--- src/design/lsp_pkg.sv ---
// Shared types and constants for the line sensor position / PID block.
// No dependencies; the top level, lane, PID and testbench files import it.
package lsp_pkg;
	localparam int NUM_SENSORS = 9;
	localparam int SAMPLE_BITS = 10;
	localparam int CAL_W = 10;
	localparam int SUM_W = 14;
	localparam int WSUM_W = 24;
	localparam int QUO_W = 14;
	localparam int CNT_W = 5;

	localparam logic [1:0] REG_GAIN_P = 2'd0;
	localparam logic [1:0] REG_GAIN_I = 2'd1;
	localparam logic [1:0] REG_GAIN_D = 2'd2;
	localparam logic [1:0] REG_TARGET = 2'd3;

	localparam logic [9:0] TARGET_RESET = 10'd500;
	localparam logic [9:0] POS_MAX = 10'd1000;

	typedef logic [SAMPLE_BITS-1:0] sample_t;
	typedef logic [NUM_SENSORS-1:0][SAMPLE_BITS-1:0] scan_t;
	typedef logic [NUM_SENSORS-1:0][CAL_W-1:0] cal_vec_t;

	typedef enum logic [2:0] {
		ST_IDLE, ST_DIV, ST_PD, ST_INT, ST_OUT
	} state_t;

	typedef struct packed {
		logic start;
		logic done;
	} lane_ctl_t;
endpackage

--- src/design/lsp_lane.sv ---
// One calibration lane: running min/max tracking and a restoring divider
// that maps a sample onto 0..1000. Depends on lsp_pkg.
module lsp_lane (
	input  logic                  clk,
	input  logic                  arst_n,
	input  logic                  start,
	input  lsp_pkg::sample_t      sample,
	output logic [lsp_pkg::CAL_W-1:0] cal,
	output logic                  done
);
	import lsp_pkg::*;

	logic [SAMPLE_BITS:0]   min_q;
	logic [SAMPLE_BITS-1:0] max_q;
	logic [SAMPLE_BITS:0]   nmin;
	logic [SAMPLE_BITS-1:0] nmax;
	logic [SAMPLE_BITS:0]   den_q;
	logic [SAMPLE_BITS+10:0] rem_q;
	logic [CAL_W-1:0]       quo_q;
	logic [CNT_W-1:0]       cnt_q;
	logic                   busy_q;
	logic [SAMPLE_BITS+11:0] trial;
	logic [SAMPLE_BITS+10:0] num;
	logic [SAMPLE_BITS+10:0] nq_q;

	// Update range with the new sample
	always_comb begin
		nmin = ({1'b0, sample} < min_q) ? {1'b0, sample} : min_q;
		nmax = (sample > max_q) ? sample : max_q;
		num = ({10'd0, {1'b0, sample} - nmin}) * 21'(1000);
		trial = {rem_q, nq_q[SAMPLE_BITS+10]} - {11'd0, den_q};
	end

	always_ff @(posedge clk or negedge arst_n) begin
		if (!arst_n) begin
			min_q <= (SAMPLE_BITS+1)'(1) << SAMPLE_BITS;
			max_q <= '0;
			busy_q <= 1'b0;
			cnt_q <= '0;
			done <= 1'b0;
		end else begin
			done <= 1'b0;
			if (start) begin
				min_q <= nmin;
				max_q <= nmax;
				busy_q <= 1'b1;
				cnt_q <= '0;
			end else if (busy_q) begin
				cnt_q <= cnt_q + 1'b1;
				if (cnt_q == CNT_W'(SAMPLE_BITS + 11)) begin
					busy_q <= 1'b0;
					done <= 1'b1;
				end
			end
		end
	end

	// Long division of (v-min)*1000 by (max-min), one quotient bit a step
	always_ff @(posedge clk) begin
		if (start) begin
			den_q <= {1'b0, nmax} - nmin;
			nq_q <= num;
			rem_q <= '0;
			quo_q <= '0;
		end else if (busy_q && cnt_q != CNT_W'(SAMPLE_BITS + 11)) begin
			nq_q <= {nq_q[SAMPLE_BITS+9:0], 1'b0};
			if (!trial[SAMPLE_BITS+11]) begin
				rem_q <= trial[SAMPLE_BITS+10:0];
				quo_q <= {quo_q[CAL_W-2:0], 1'b1};
			end else begin
				rem_q <= {rem_q[SAMPLE_BITS+9:0], nq_q[SAMPLE_BITS+10]};
				quo_q <= {quo_q[CAL_W-2:0], 1'b0};
			end
		end
	end

	assign cal = ($signed({1'b0, den_q}) > 0 && !den_q[SAMPLE_BITS]) ? quo_q : '0;
endmodule

--- config.mk ---
export PLATFORM = sky130hd
export DESIGN_NAME = lsp_lane
export DESIGN_NICKNAME = d
export VERILOG_FILES = /design/src/design/lsp_pkg.sv /design/src/design/lsp_lane.sv
export SDC_FILE = /design/constraint.sdc
export NUM_CORES = 1
export LEC_CHECK = 0
export CAP_MARGIN = 20
export CELL_PAD_IN_SITES_DETAIL_PLACEMENT = 1
export CELL_PAD_IN_SITES_GLOBAL_PLACEMENT = 1
export CORE_UTILIZATION = 51
export DETAILED_ROUTE_END_ITERATION = 10
export DONT_BUFFER_PORTS = 1
export PLACE_DENSITY = 0.83
export SLEW_MARGIN = 20
export SYNTH_ARGS = -nofsm -noshare
export SYNTH_HDL_FRONTEND = slang
export SYNTH_SLANG_ARGS = --single-unit
--- constraint.sdc ---
create_clock -name clk -period 9 [get_ports clk]
set_input_delay 1.8 -clock clk [delete_from_list [all_inputs] [get_ports clk]]
set_output_delay 1.8 -clock clk [all_outputs]
set_load 0.1 [all_outputs]
* Yosys cells after proc, flatten, opt, wreduce, memory -nomap -nowiden
Index checks and enable logic that the tools add are counted.
** Operators by class
- $add $sub $neg :: 4
- Mux-type cells :: 15
- Magnitude comparators :: 3
- $mul :: 1
- Divide/modulo/power cells :: 0
- Equal/unequal tests :: 2
- Bitwise operators :: 0
- Shift operators :: 0
- Reductions and logical operators :: 5
** Operators by type and width (number)
- 21-bit two-way mux :: 3
- 10-bit by 11-bit subtractor with 11-bit output :: 2
- 22-bit by 11-bit subtractor with 22-bit output :: 1
- 10-bit two-way mux :: 2
- 11-bit by 7-bit multiplier with 18-bit output, second input constant :: 1
- 11-bit by 1-bit greater-than comparator with 1-bit output, second input constant :: 1
- 10-bit by 11-bit < comparator with 1-bit output :: 1
- 11-bit two-way mux :: 1
- 10-bit greater-than comparator :: 1
- 5-bit two-way mux :: 2
- 1-bit two-way mux :: 7
- 5-bit by 1-bit adder with 5-bit output, second input constant :: 1
- 5-bit equality test, second input constant :: 1
- 5-bit != test, second input constant :: 1
- 2-bit nonzero test :: 2
- 1-bit logical AND :: 2
- 1-bit logical NOT :: 1
** Word-level totals
- Bits in latches :: 0
- Flip-flop bits (word level) :: 88
- Bits of input ports :: 13
- Memories kept :: 0
- Memory bits (writable) :: 0
- Word-level logic and storage cells :: 39
- ROM bits :: 0

* Logic depth before layout (Yosys ltp)
- Depth in word-level cells :: 5
- Depth in mapped cells :: 32
- Mapped depth without buffers :: 31

* Worst setup path after synthesis
OpenSTA, ideal clock, no wires.
- Path kind :: input-to-reg
- Start :: input port sample[1]
- End :: register nq_q[20] (data pin)
- Library setup time :: 260 ps
- Arrival :: 8665 ps
- Slack :: 75 ps
- Buffers on the path :: 1
- Stages :: 29
- Cell sequence :: ha_1 > a21boi_0 > o21a_1 > o2111ai_1 > nand3_1 > a21oi_1 > buf_1 > mux2i_1 > inv_1 > fa_1 > o21ai_1 > nor3_1 > or2_2 > a21oi_1 > xor2_1 > inv_1 > maj3_1 > fa_1 > inv_1 > fa_1 > ha_1 > ha_1 > a21o_1 > a21oi_1 > o21bai_1 > a31o_2 > a21o_1 > xnor2_1 > mux2_2
** Between the ends
- Cells in the longest elaborated chain, start to end :: 5
** RTL lines
- start: declaration :: line lsp_lane.sv:7 : input lsp_pkg::sample_t sample,
- 10-bit by 11-bit < comparator with 1-bit output :: line lsp_lane.sv:28 : nmin = ({1'b0, sample} < min_q) ? {1'b0, sample} : min_q;
- 11-bit two-way mux (*) :: line lsp_lane.sv:28
- named net nmin[1] :: line lsp_lane.sv:15 : logic [SAMPLE_BITS:0] nmin;
- 10-bit by 11-bit subtractor with 11-bit output (*) :: line lsp_lane.sv:30 : num = ({10'd0, {1'b0, sample} - nmin}) * 21'(1000);
- 11-bit by 7-bit multiplier with 18-bit output (*) :: line lsp_lane.sv:30
- 21-bit two-way mux (*) :: line lsp_lane.sv:60 : if (start) begin
- end signal: assignment :: line lsp_lane.sv:62 : nq_q <= num;
- end signal: assignment :: line lsp_lane.sv:66 : nq_q <= {nq_q[SAMPLE_BITS+9:0], 1'b0};
- end: declaration :: line lsp_lane.sv:24 : logic [SAMPLE_BITS+10:0] nq_q;
The timed path passes the listed nets; every way through them passes the cells marked *.
A chain may end at the register's enable or synchronous reset.

* Worst setup path after layout
Same ends and word-level chain as after synthesis.

==> impl_metrics.tcl <==
set metrics [dict create \
    die_x_um 124 \
    critical_path.max_fanout 11 \
    hold_class "reg2reg" \
    post-dp-hpwl_mm 14.0 \
    root_buffer "clkbuf_16" \
    std_cell_rows 44 \
    place.gp.congestion 0.877 \
    syn-num-nets 933 \
    cts_sinks 88 \
    cts_buffer_depth 2 \
    crit_path_top_delay_cell "fa_1" \
    coreArea_mm2 0.0145 \
    ys_ff_latch 88 \
    track_usage_pct 25.3 \
    hold_viol 0 \
    worstSetupEndpointType "flip-flop" \
    vias 5813 \
    gr-total-overflow 0 \
    syn_area_per_cell_um2 9.49 \
    vias_per_cell 5.90 \
    die_h_um 124 \
    cp.arrival_ns 8.77 \
    wl_per_cell_um 18.7 \
    synth-edff-count 29 \
    r2r_setup_slack_ns 1.36 \
    crit_required_ns 9.11 \
    ant_nets 0 \
    synth_flop_cell "dfxtp_1" \
    worst_pin_slew_ns 0.973 \
    async_reset_ff_share_pct 31.8 \
    rsz0062_at_grt "no" \
    cts_tree "yes" \
    firstDrtPassIters 5 \
    timing.setup.tns_ns 0 \
    setup_violations 0 \
    fill_cells 1652 \
    antenna_found_initial 0 \
    status "complete, no violations" \
    fmax_ghz 0.116 \
    start_util_pct 52.2 \
    final.min_clock_period_ns 8.65 \
    grt_pass1_wl_mm 29.8 \
    first_global_vias 6115 \
    io_buffers 0 \
    critical-path-max-stage-delay_ns 0.50 \
    finClkSkew_ns 0.0134 \
    clock_latency_ns 0.36 \
    die-area_mm2 0.0154 \
    yosysSeqAreaShare_pct 28.9 \
    yosysWarnings 0 \
    pin_count 24 \
    maxSlewHeadroom_pct 35.6 \
    cp-start-kind "input port" \
    dr.first_iter.drc_count 261 \
    ctsHoldBuffers 0 \
    synth_area_mm2 0.00758 \
    htree_levels 3 \
    path_clk_slew_ns 0.07 \
    syn2layout_area_growth_pct 7.33 \
    drv_slew 0 \
    critPathKind "in2reg" \
    drc 0 \
    fin_crit_sh_pct 96.1 \
    nets 931 \
    yosysUniqueCellTypes 66 \
    postRouteWirelength_mm 18.5 \
    drive_gt1_share_pct 10.8 \
    diodes 0 \
    synthCells 799 \
    maxCapViolCount 0 \
    cts-buffers-inserted 9 \
    grt_start_max_net_pins 71 \
]
cells in the final DEF, fill, tap and decap left out, types with 4 or more instances in the layout:
master,instances
a211oi_1,12
fa_1,28
a21oi_1,49
a21o_1,12
xnor2_1,41
ha_1,93
o31ai_1,4
dfxtp_1,31
a21boi_0,6
clkbuf_16,10
o21bai_1,5
and2_1,11
or4_1,4
dfrtp_1,27
o21a_1,11
nor4_1,8
o2111ai_1,4
and3_1,4
nor2b_1,7
nor2_1,48
a31oi_1,5
mux2_2,42
nor3_1,7
nand2b_1,11
xor2_1,13
o21ai_0,24
nand4_1,6
mux2i_1,19
nand3_1,10
buf_4,9
nand2_1,53
o211ai_1,4
inv_1,93
edfxtp_1,29
o21ai_1,4
synth_stat cells, types with 26 or more instances:
| cell type | number | share of area (%) |
|---|---|---|
| o21ai_0 | 26 | 1.7 |
| xnor2_1 | 44 | 5.1 |
| edfxtp_1 | 29 | 11 |
| inv_1 | 93 | 4.6 |
| ha_1 | 93 | 15 |
| dfrtp_1 | 27 | 8.9 |
| nor2_1 | 49 | 2.4 |
| mux2_2 | 42 | 6.2 |
| a21oi_1 | 50 | 3.3 |
| nand2_1 | 53 | 2.6 |
| fa_1 | 28 | 7.4 |
| dfxtp_1 | 31 | 8.2 |
worst paths after layout:
check                                   endpoint                   from  cells past startpoint
setup / recovery              nq_q[20]$_DFFE_PP_              sample[1]                     29
hold / removal             quo_q[1]$_SDFFE_PP0P_  quo_q[1]$_SDFFE_PP0P_                      2
setup reg to reg              nq_q[20]$_DFFE_PP_   min_q[1]$_DFFE_PN0P_                     30
hold reg to reg            quo_q[1]$_SDFFE_PP0P_  quo_q[1]$_SDFFE_PP0P_                      2
max in group asynchronous  min_q[10]$_DFFE_PN1P_                 arst_n                      0
min in group asynchronous         done$_DFF_PN0_                 arst_n                      0
critical path: cells and delay by family:
| kind | cells | cell delay, ns |
|---|---|---|
| compound gates | 11 | 2.11 |
| xor+xnor | 2 | 0.37 |
| fa+ha+maj | 7 | 2.84 |
| buf+inv | 4 | 0.55 |
| mux | 2 | 0.54 |
| simple gates | 3 | 0.53 |
state kept, by name, indices dropped and copies added (netlist names):
signal,cells
busy_q,1
cnt_q,5
den_q,11
done,1
max_q,10
min_q,11
nq_q,18
quo_q,10
rem_q,21
routing by layer:
metal	share of wire (%)	vias up	GRT usage, %
li1	-	2806	-
met3	3.1	33	4.81
met5	0	-	0
met1	43	2890	29.9
met4	2.0	0	8.93
met2	52	84	45.6
kinds of logic after synthesis:
logic type | count (synthesis) | share of synthesized area, %
XOR/XNOR | 58 | 6.95
AND/OR/NAND/NOR | 188 | 12.4
AO/OA/AOI/OAI | 165 | 14.2
flip-flops | 88 | 28.9
adder cells (fa/ha/maj) | 122 | 22.9
multiplexers | 62 | 8.89
buffers and inverters | 116 | 5.76
repair_timing:
action / 4_1_cts / 5_1_grt
setup buffers: 0 / 1
gates resized for setup: 2 / 9
cloned: 0 / 0
endpoints found under the setup margin: 2 / 6
pin swaps: 0 / 1
metrics by stage:
step	cell area, um^2	util, %	hold slack, ns	instances	setup slack [ns]
floorplan	7580	-	0.432	799	0.0753
global placement	7790	53.6	0.434	969	0.178
detailed placement	7790	53.6	0.458	969	-0.343
CTS	8090	55.7	0.469	985	0.0286
global route	8140	56.0	0.481	986	0.000470
finish	8140	56.0	0.466	986	0.348
area by class of cell:
type | count | area [um^2] | share of cell area (%)
well taps | 184 | 230 | 2.83
clock inverters | 6 | 40.0 | 0.492
flip-flops and latches | 88 | 2190 | 27.0
multi-input cells | 595 | 5000 | 61.4
clock buffers | 10 | 250 | 3.08
repair buffers | 10 | 78.8 | 0.969
inverters | 93 | 349 | 4.29
Power is left out: the tool's default activity adds up to more than one toggle a clock period on the data nets, which glitch-free logic cannot reach.
