$ cat src/design/lsp_pkg.sv
// Shared types and constants for the line sensor position / PID block.
// No dependencies; the top level, lane, PID and testbench files import it.
package lsp_pkg;
	localparam int NUM_SENSORS = 9;
	localparam int SAMPLE_BITS = 10;
	localparam int CAL_W = 10;
	localparam int SUM_W = 14;
	localparam int WSUM_W = 24;
	localparam int QUO_W = 14;
	localparam int CNT_W = 5;

	localparam logic [1:0] REG_GAIN_P = 2'd0;
	localparam logic [1:0] REG_GAIN_I = 2'd1;
	localparam logic [1:0] REG_GAIN_D = 2'd2;
	localparam logic [1:0] REG_TARGET = 2'd3;

	localparam logic [9:0] TARGET_RESET = 10'd500;
	localparam logic [9:0] POS_MAX = 10'd1000;

	typedef logic [SAMPLE_BITS-1:0] sample_t;
	typedef logic [NUM_SENSORS-1:0][SAMPLE_BITS-1:0] scan_t;
	typedef logic [NUM_SENSORS-1:0][CAL_W-1:0] cal_vec_t;

	typedef enum logic [2:0] {
		ST_IDLE, ST_DIV, ST_PD, ST_INT, ST_OUT
	} state_t;

	typedef struct packed {
		logic start;
		logic done;
	} lane_ctl_t;
endpackage

$ cat src/design/lsp_pid.sv
// Centroid divider and PID stage with saturating integral.
// Depends on lsp_pkg.
module lsp_pid (
	input  logic                   clk,
	input  logic                   arst_n,
	input  logic                   start,
	input  logic [lsp_pkg::WSUM_W-1:0] wsum,
	input  logic [lsp_pkg::SUM_W-1:0]  sum,
	input  logic signed [15:0]     gain_p,
	input  logic signed [15:0]     gain_i,
	input  logic signed [15:0]     gain_d,
	input  logic [9:0]             target,
	output logic [9:0]             line_position,
	output logic signed [10:0]     position_error,
	output logic signed [23:0]     drive,
	output logic                   no_signal,
	output logic                   done
);
	import lsp_pkg::*;

	logic [WSUM_W-1:0] nq_q;
	logic [SUM_W-1:0]  den_q;
	logic [SUM_W:0]    rem_q;
	logic [WSUM_W-1:0] quo_q;
	logic [CNT_W-1:0]  cnt_q;
	state_t            st_q;
	state_t            st_next;
	logic [9:0]        held_q;
	logic signed [10:0] last_q;
	logic signed [31:0] esum_q;
	logic signed [47:0] acc_q;
	logic [SUM_W+1:0]  t;
	logic [9:0]        pos;
	logic signed [10:0] err;
	logic signed [11:0] dif;
	logic signed [32:0] es_w;
	logic signed [31:0] es_sat;
	logic signed [26:0] prod_p;
	logic signed [27:0] prod_d;
	logic signed [47:0] prod_i;
	logic signed [47:0] acc_w;
	logic signed [47:0] drv_w;

	always_comb begin
		t = {rem_q, nq_q[WSUM_W-1]} - {2'd0, den_q};
		if (den_q == '0) pos = held_q;
		else if (quo_q > WSUM_W'(POS_MAX)) pos = POS_MAX;
		else pos = quo_q[9:0];
		err = $signed({1'b0, target}) - $signed({1'b0, pos});
		dif = {err[10], err} - {last_q[10], last_q};
		es_w = 33'(esum_q) + 33'(err);
		if (es_w > 33'sd2147483647) es_sat = 32'sh7fffffff;
		else if (es_w < -33'sd2147483648) es_sat = 32'sh80000000;
		else es_sat = es_w[31:0];
		prod_p = gain_p * err;
		prod_d = gain_d * dif;
		prod_i = gain_i * esum_q;
		acc_w = 48'(prod_p) + 48'(prod_d);
		drv_w = (acc_q < 0) ? -((-acc_q) >>> 8) : (acc_q >>> 8);
	end

	// Next phase: divide, P and D terms, integral term, output
	always_comb begin
		st_next = st_q;
		case (st_q)
			ST_IDLE: if (start) st_next = ST_DIV;
			ST_DIV: if (cnt_q == CNT_W'(WSUM_W - 1)) st_next = ST_PD;
			ST_PD: st_next = ST_INT;
			ST_INT: st_next = ST_OUT;
			ST_OUT: st_next = ST_IDLE;
			default: st_next = ST_IDLE;
		endcase
	end

	always_ff @(posedge clk or negedge arst_n) begin
		if (!arst_n) st_q <= ST_IDLE;
		else st_q <= st_next;
	end

	always_ff @(posedge clk or negedge arst_n) begin
		if (!arst_n) begin
			cnt_q <= '0;
			done <= 1'b0;
			held_q <= '0;
			last_q <= '0;
			esum_q <= '0;
		end else begin
			done <= 1'b0;
			if (start) begin
				cnt_q <= '0;
			end else if (st_q == ST_DIV) begin
				// divide one bit a step
				cnt_q <= cnt_q + 1'b1;
			end else if (st_q == ST_PD) begin
				// error, integral, P and D terms
				if (den_q != '0) held_q <= pos;
				esum_q <= es_sat;
				last_q <= err;
			end else if (st_q == ST_OUT) begin
				done <= 1'b1;
			end
		end
	end

	always_ff @(posedge clk) begin
		if (start) begin
			nq_q <= wsum;
			den_q <= sum;
			rem_q <= '0;
			quo_q <= '0;
		end else if (st_q == ST_DIV) begin
			nq_q <= {nq_q[WSUM_W-2:0], 1'b0};
			if (!t[SUM_W+1]) begin
				rem_q <= t[SUM_W:0];
				quo_q <= {quo_q[WSUM_W-2:0], 1'b1};
			end else begin
				rem_q <= {rem_q[SUM_W-1:0], nq_q[WSUM_W-1]};
				quo_q <= {quo_q[WSUM_W-2:0], 1'b0};
			end
		end else if (st_q == ST_PD) begin
			line_position <= pos;
			position_error <= err;
			no_signal <= (den_q == '0);
			acc_q <= acc_w;
		end else if (st_q == ST_INT) begin
			acc_q <= acc_q + prod_i;
		end else if (st_q == ST_OUT) begin
			if (drv_w > 48'sd8388607) drive <= 24'sh7fffff;
			else if (drv_w < -48'sd8388608) drive <= 24'sh800000;
			else drive <= drv_w[23:0];
		end
	end
endmodule

$ cat config.mk
export PLATFORM = sky130hd
export DESIGN_NAME = lsp_pid
export DESIGN_NICKNAME = d
export VERILOG_FILES = /design/src/design/lsp_pkg.sv /design/src/design/lsp_pid.sv
export SDC_FILE = /design/constraint.sdc
export NUM_CORES = 2
export LEC_CHECK = 0
export BUFFER_PORTS_ARGS = -buffer_cell sky130_fd_sc_hd__buf_2
export CORE_UTILIZATION = 30
export CTS_CLUSTER_DIAMETER = 100
export CTS_CLUSTER_SIZE = 25
export DETAILED_ROUTE_END_ITERATION = 8
export PLACE_DENSITY = 0.43
export SLEW_MARGIN = 10
export SYNTH_ARGS = -nofsm -noshare
export SYNTH_HDL_FRONTEND = slang
export SYNTH_SLANG_ARGS = --single-unit
$ cat constraint.sdc
create_clock -name clk -period 25.2 [get_ports clk]
set_input_delay 1.26 -clock clk [delete_from_list [all_inputs] [get_ports clk]]
set_output_delay 1.26 -clock clk [all_outputs]
set_load 0.05 [all_outputs]
Word-level counts from Yosys, hierarchy flattened
Index checks and enable logic that the tools add are counted.
{"block": "totals", "elab_cells": 75, "reg_bits": 233}
{"block": "classes", "mux": 21, "eq_ne": 7, "n_bitwise": 4, "order_cmp": 6, "reduce_logical": 10, "addsub": 9, "multipliers": 3}
{"cell": "two-way mux 48 bit", "n": 3}
{"cell": "two-way mux 24 bit", "n": 3}
{"cell": "two-way mux 32 bit", "n": 2}
{"cell": "adder 48 bit", "n": 1}
{"cell": "> comparator 48 x 24 -> 1 bit (second input constant)", "n": 1}
{"cell": "less-than comparator 48 x 1 -> 1 bit (second input constant)", "n": 1}
{"cell": "less-than comparator 48 x 24 -> 1 bit (second input constant)", "n": 1}
{"cell": "multiplier 16 x 32 -> 48 bit", "n": 1}
{"cell": "negation 40 -> 48 bit", "n": 1}
{"cell": "negation 48 bit", "n": 1}
{"cell": "adder 32 x 11 -> 33 bit", "n": 1}
{"cell": "> comparator 33 x 32 -> 1 bit (second input constant)", "n": 1}
{"cell": "less-than comparator 33 x 32 -> 1 bit (second input constant)", "n": 1}
{"cell": "adder 27 x 28 -> 29 bit", "n": 1}
{"cell": "multiplier 16 x 12 -> 28 bit", "n": 1}
{"cell": "multiplier 16 x 11 -> 27 bit", "n": 1}
{"cell": "> comparator 24 x 10 -> 1 bit (second input constant)", "n": 1}
{"cell": "two-way mux 10 bit", "n": 2}
{"cell": "subtractor 16 x 14 -> 16 bit", "n": 1}
{"cell": "two-way mux 15 bit", "n": 1}
{"cell": "logical NOT 14 bit", "n": 1}
{"cell": "nonzero test 14 bit", "n": 1}
{"cell": "case mux 3 bit (4 select lines)", "n": 1}
{"cell": "subtractor 11 x 11 -> 12 bit", "n": 1}
{"cell": "17 further kinds", "n": 30}

Logic depth before layout (Yosys ltp)
{"block": "depth", "ltp_word": 8, "ltp_mapped": 46, "mapped_depth_nobuf": 43}

Least setup slack after synthesis
No wires, ideal clock.
{"block": "synth_path", "kind": "reg2reg", "start": "reg quo_q[10]", "end": "reg acc_q[37], data pin", "arrival_time_ns": 10.715, "setup_time_ns": 0.271, "setup_slack_ns": 14.214, "period_less_slack_ns": 10.986, "n_path_buf": 4, "path_stages_with_launch": 43, "path_cell_list": "dfxtp_1 -> or4_1 -> nor3_1 -> and4_1 -> buf_2 -> nand2_1 -> nand2_1 -> ha_1 -> inv_1 -> ha_1 -> o221ai_1 -> nand2_1 -> a21oi_1 -> maj3_1 -> o21ai_1 -> a31oi_1 -> clkbuf_1 -> ha_1 -> (+7 left out) -> fa_1 -> inv_1 -> fa_1 -> fa_1 -> inv_1 -> fa_1 -> inv_1 -> ha_1 -> and3_1 -> a31oi_1 -> o211ai_1 -> a211oi_1 -> nor3_1 -> nor3_1 -> o21a_1 -> o21a_1 -> clkbuf_1 -> o21ai_0"}
{"block": "synth_between", "elab_chain_len": 8}
{"element": "start, declared", "line": "lsp_pid.sv:24", "text": "logic [WSUM_W-1:0] quo_q;"}
{"element": "start signal, assigned", "line": "lsp_pid.sv:115", "text": "quo_q <= {quo_q[WSUM_W-2:0], 1'b1};"}
{"element": "start signal, assigned", "line": "lsp_pid.sv:118", "text": "quo_q <= {quo_q[WSUM_W-2:0], 1'b0};"}
{"element": "> comparator 24 x 10 -> 1 bit (*)", "line": "lsp_pid.sv:47", "text": "else if (quo_q > WSUM_W'(POS_MAX)) pos = POS_MAX;"}
{"element": "two-way mux 10 bit (*)", "line": "lsp_pid.sv:47"}
{"element": "two-way mux 10 bit (*)", "line": "lsp_pid.sv:46", "text": "if (den_q == '0) pos = held_q;"}
{"element": "named net pos[0]", "line": "lsp_pid.sv:33", "text": "logic [9:0] pos;"}
{"element": "subtractor 10 x 10 -> 11 bit (*)", "line": "lsp_pid.sv:49", "text": "err = $signed({1'b0, target}) - $signed({1'b0, pos});"}
{"element": "named net err[10]", "line": "lsp_pid.sv:34", "text": "logic signed [10:0] err;"}
{"element": "subtractor 11 x 11 -> 12 bit", "line": "lsp_pid.sv:50", "text": "dif = {err[10], err} - {last_q[10], last_q};"}
{"element": "multiplier 16 x 12 -> 28 bit", "line": "lsp_pid.sv:56", "text": "prod_d = gain_d * dif;"}
{"element": "adder 27 x 28 -> 29 bit (*)", "line": "lsp_pid.sv:58", "text": "acc_w = 48'(prod_p) + 48'(prod_d);"}
{"element": "two-way mux 48 bit (*)", "line": "lsp_pid.sv:120", "text": "end else if (st_q == ST_PD) begin"}
{"element": "end signal, assigned", "line": "lsp_pid.sv:124", "text": "acc_q <= acc_w;"}
{"element": "end signal, assigned", "line": "lsp_pid.sv:126", "text": "acc_q <= acc_q + prod_i;"}
{"element": "end, declared", "line": "lsp_pid.sv:31", "text": "logic signed [47:0] acc_q;"}
Mark *: on every way through the listed nets, which the timed path passes. The rest lies on a longest branch.
A chain may end at the register's enable or synchronous reset.

Worst setup path in the final report
{"block": "layout_path", "start": "reg den_q[6]", "end": "reg acc_q[41], data pin"}
{"block": "layout_between", "elab_chain_len": 7}
{"element": "start, declared", "line": "lsp_pid.sv:22", "text": "logic [SUM_W-1:0] den_q;"}
{"element": "start signal, assigned", "line": "lsp_pid.sv:108", "text": "den_q <= sum;"}
{"element": "logical NOT 14 bit (*)", "line": "lsp_pid.sv:46"}
{"element": "two-way mux 10 bit (*)", "line": "lsp_pid.sv:46"}
{"element": "named net pos[0]", "line": "lsp_pid.sv:33"}
{"element": "subtractor 10 x 10 -> 11 bit (*)", "line": "lsp_pid.sv:49"}
{"element": "subtractor 11 x 11 -> 12 bit", "line": "lsp_pid.sv:50"}
{"element": "multiplier 16 x 12 -> 28 bit", "line": "lsp_pid.sv:56"}
{"element": "adder 27 x 28 -> 29 bit (*)", "line": "lsp_pid.sv:58"}
{"element": "two-way mux 48 bit (*)", "line": "lsp_pid.sv:120"}
Marks and branches as above.

==> flow_summary_export.csv <==
group,metric,value,unit
drt,topRoutingLayerUsed,"met5",
finish,area_growth,7.80,%
critical_path,crit_path_max_incr_delay,750,ps
drt,vias_per_cell,4.72,
synth,synth_edf_count,132,
critical_path,cp-end-kind,"flip-flop",
die,die_area,156000,um^2
synth,syn_nets,6276,
critical_path,rr_endpoint,"acc_q[41]",
drt,wire_per_inst,19.7,um
clock_network,ctsHoldBuffers,0,
timing,fin_crit,12620,ps
global_routing,grt_max_degree,73,
drt,drcViolationCount,0,
die,die_h,395,um
placement,port_buffers,145,
clock_network,cts.sinks,233,
drt,drt_iter0_markers,1733,
synth,synth.avg_cell_area,9.34,um^2
synth,synth-warning-count,0,
synth,synthArstFlopShare,26.6,%
status,outcome,"finished clean",
clock_network,cts_resized,0,
global_routing,track_usage,18.2,%
placement,hpwl,114000,um
clock_network,clock_latency,590,ps
drt,wirelength,138000,um
critical_path,cp_max_fo,20,
finish,final_core_util,32.7,%
critical_path,reg2reg_from,"den_q[6]",
drt,dr_wl_met3,4060,um
die,core.rowCount,143,
synth,syn_inst,4956,
clock_network,cts-htree-levels,1,
global_routing,grt_overflow_total,0,
timing,tightest_slew,1080,ps
critical_path,worst-r2r-setup-slack,12580,ps
timing,relSlewSlack,28.1,%
die,core,153000,um^2
finish,drive_above_1_share,6.80,%
critical_path,path_common_cell,"fa_1",
critical_path,worstRegToRegCells,40,
critical_path,required,25490,ps
clock_network,path_clk_slew,100,ps
clock_network,cts_root_buffer,"clkbuf_16",
global_routing,grt_pass1_vias,36283,
die,die_x,395,um
timing,fin_skew,46.1,ps
global_routing,grt_first_pass_wirelength,218000,um
timing,slew_violations,0,
critical_path,crit_arrival,12910,ps
clock_network,numCtsBuffers,19,
drt,antenna_left,0,
global_routing,antenna_found_initial,13,
finish,nFillCells,16018,
synth,synth-seq-cells,233,
timing,timing.setup.tns,0,ps
drt,drtPass1Iterations,5,
timing,fmax,0.0792,GHz
synth,synth-main-ff-cell,"edfxtp_1",
critical_path,worstSetupPathType,"flip-flop to flip-flop",
clock_network,cts_tree,"yes",
finish,finalNonFillerCells,6998,
synth,synth_area,46300,um^2
synth,synth.distinct_cells,93,
finish,nNetsFinal,6274,
critical_path,cp_top_family,"adder cells",
critical_path,cp_slowest_cell,"xnor2_2",
drt,routed-wl-met2,72000,um
worst_hold_path,hold_class,"primary input to asynchronous set/reset pin",
placement,routabilityCongestion,0.868,
timing,hold_violations,0,
placement,place_inst,6963,
run,maxCapViolCount,0,
timing,rsz0062_at_grt,"false",
critical_path,crit_buf_inv,4,
clock_network,clockBufferDepth,3,
timing,finalSetupViolCount,0,
clock_network,cts_setup_buffers,0,
drt,via_count,33052,
synth,synth-seq-area-share,13.6,%
critical_path,start_kind,"flip-flop",
timing,fin_crit_sh,50.1,%
die,initial_core_util,30.3,%
die,ios,146,
drt,wl_met1,58700,um
## cells in the final DEF, fill, tap and decap left out, types with 9 or more instances in the layout
| master | instances |
|---|---|
| nand2_1 | 741 |
| a21oi_1 | 175 |
| edfxtp_1 | 132 |
| a31oi_1 | 19 |
| buf_4 | 49 |
| clkbuf_16 | 20 |
| mux2_2 | 30 |
| nand4_1 | 26 |
| ha_1 | 286 |
| nor2_1 | 124 |
| o21bai_1 | 12 |
| nand3_1 | 39 |
| and4_1 | 9 |
| xnor2_1 | 106 |
| nor4_1 | 16 |
| dfrtp_1 | 62 |
| dfxtp_1 | 39 |
| nor2b_1 | 42 |
| buf_2 | 143 |
| a211oi_1 | 29 |
| or4_1 | 13 |
| o211ai_1 | 10 |
| and2_1 | 272 |
| o21a_1 | 19 |
| or3_1 | 25 |
| or2_2 | 14 |
| a21o_1 | 50 |
| and3_1 | 23 |
| nand2b_1 | 72 |
| nor3_1 | 32 |
| xor2_1 | 60 |
| inv_1 | 958 |
| o21ai_0 | 173 |
| mux2i_1 | 17 |
| o21ai_2 | 20 |
| fa_1 | 935 |
## area by class of cell
type / instances / area, um^2 / share of cell area [%]
Timing Repair Buffer: 192 / 1080 / 2.17
Multi-Input combinational cell: 3548 / 35700 / 71.5
Antenna cell: 1 / 2.50 / 0.00502
Clock buffer: 22 / 508 / 1.02
Inverter: 960 / 3600 / 7.22
Sequential cell: 233 / 6300 / 12.6
Clock inverter: 12 / 206 / 0.414
Tap cell: 2030 / 2540 / 5.09
## worst max path at each step
| stage | cells after the start | end | startpoint | slack, ps |
|---|---|---|---|---|
| floorplan | 42 | acc_q[37] | quo_q[10] | 14210 |
| global placement | 40 | acc_q[39] | den_q[6] | 12710 |
| detailed placement | 40 | acc_q[45] | den_q[6] | 12600 |
| CTS | 40 | acc_q[41] | den_q[6] | 12510 |
| global route | 40 | acc_q[41] | den_q[2] | 11630 |
| finish | 40 | acc_q[41] | den_q[6] | 12580 |
## logic make-up (layout without fill, tap and decap cells)
| group | Yosys count | after routing | share of synthesized area [%] |
|---|---|---|---|
| AND/OR/NAND/NOR | 1496 | 1496 | 15.8 |
| buffers and inverters | 1175 | 1186 | 9.61 |
| flip-flops | 233 | 233 | 13.6 |
| multiplexers | 47 | 47 | 1.10 |
| other | 0 | 1 | 0 |
| XOR/XNOR | 176 | 176 | 3.33 |
| AO/OA/AOI/OAI | 604 | 604 | 8.26 |
| adder cells (fa/ha/maj) | 1225 | 1225 | 48.3 |
## routing by layer
metal,track usage (%),vias to the layer above
met5,0,-
met4,3.70,2
met3,1.53,142
met2,33.5,540
met1,22.9,16990
li1,-,15378
## per-stage QoR
step / area (um^2) / hold slack (ps) / setup WS [ps]
6_report: 49900 / 461 / 12580
5_1_grt: 49900 / 413 / 11630
4_1_cts: 49900 / 410 / 12510
3_5_place_dp: 49200 / 453 / 12600
3_3_place_gp: 49200 / 449 / 12710
2_1_floorplan: 46300 / 431 / 14210
## flip-flops by register name (all words and copies together), names as in the netlist
signal          cells
acc_q              48
last_q             11
den_q              14
done                1
position_error     11
esum_q             32
quo_q              24
drive              24
nq_q               24
rem_q              15
line_position      10
cnt_q               5
st_q                3
held_q             10
no_signal           1
## synthesized netlist by cell type (all sizes together), types with 26 or more instances
master / n / area share, %
o21ai: 194 / 2.3
nand2: 743 / 6.0
xor2: 62 / 1.2
nor2b: 42 / 0.57
a21oi: 176 / 1.9
a21o: 50 / 0.81
nor3: 35 / 0.41
and2: 272 / 3.7
ha: 286 / 7.7
or3: 26 / 0.36
fa: 935 / 40
nand2b: 72 / 0.97
xnor2: 114 / 2.2
nor2: 130 / 1.1
clkbuf: 194 / 1.6
edfxtp: 132 / 8.6
a211oi: 29 / 0.47
nor4: 27 / 0.61
nand4: 26 / 0.35
dfrtp: 62 / 3.4
mux2: 30 / 0.73
inv: 959 / 7.8
dfxtp: 39 / 1.7
nand3: 40 / 0.44
Power is not shown: default switching activity piles up to over one toggle a cycle in this logic, so the estimate is an artifact.
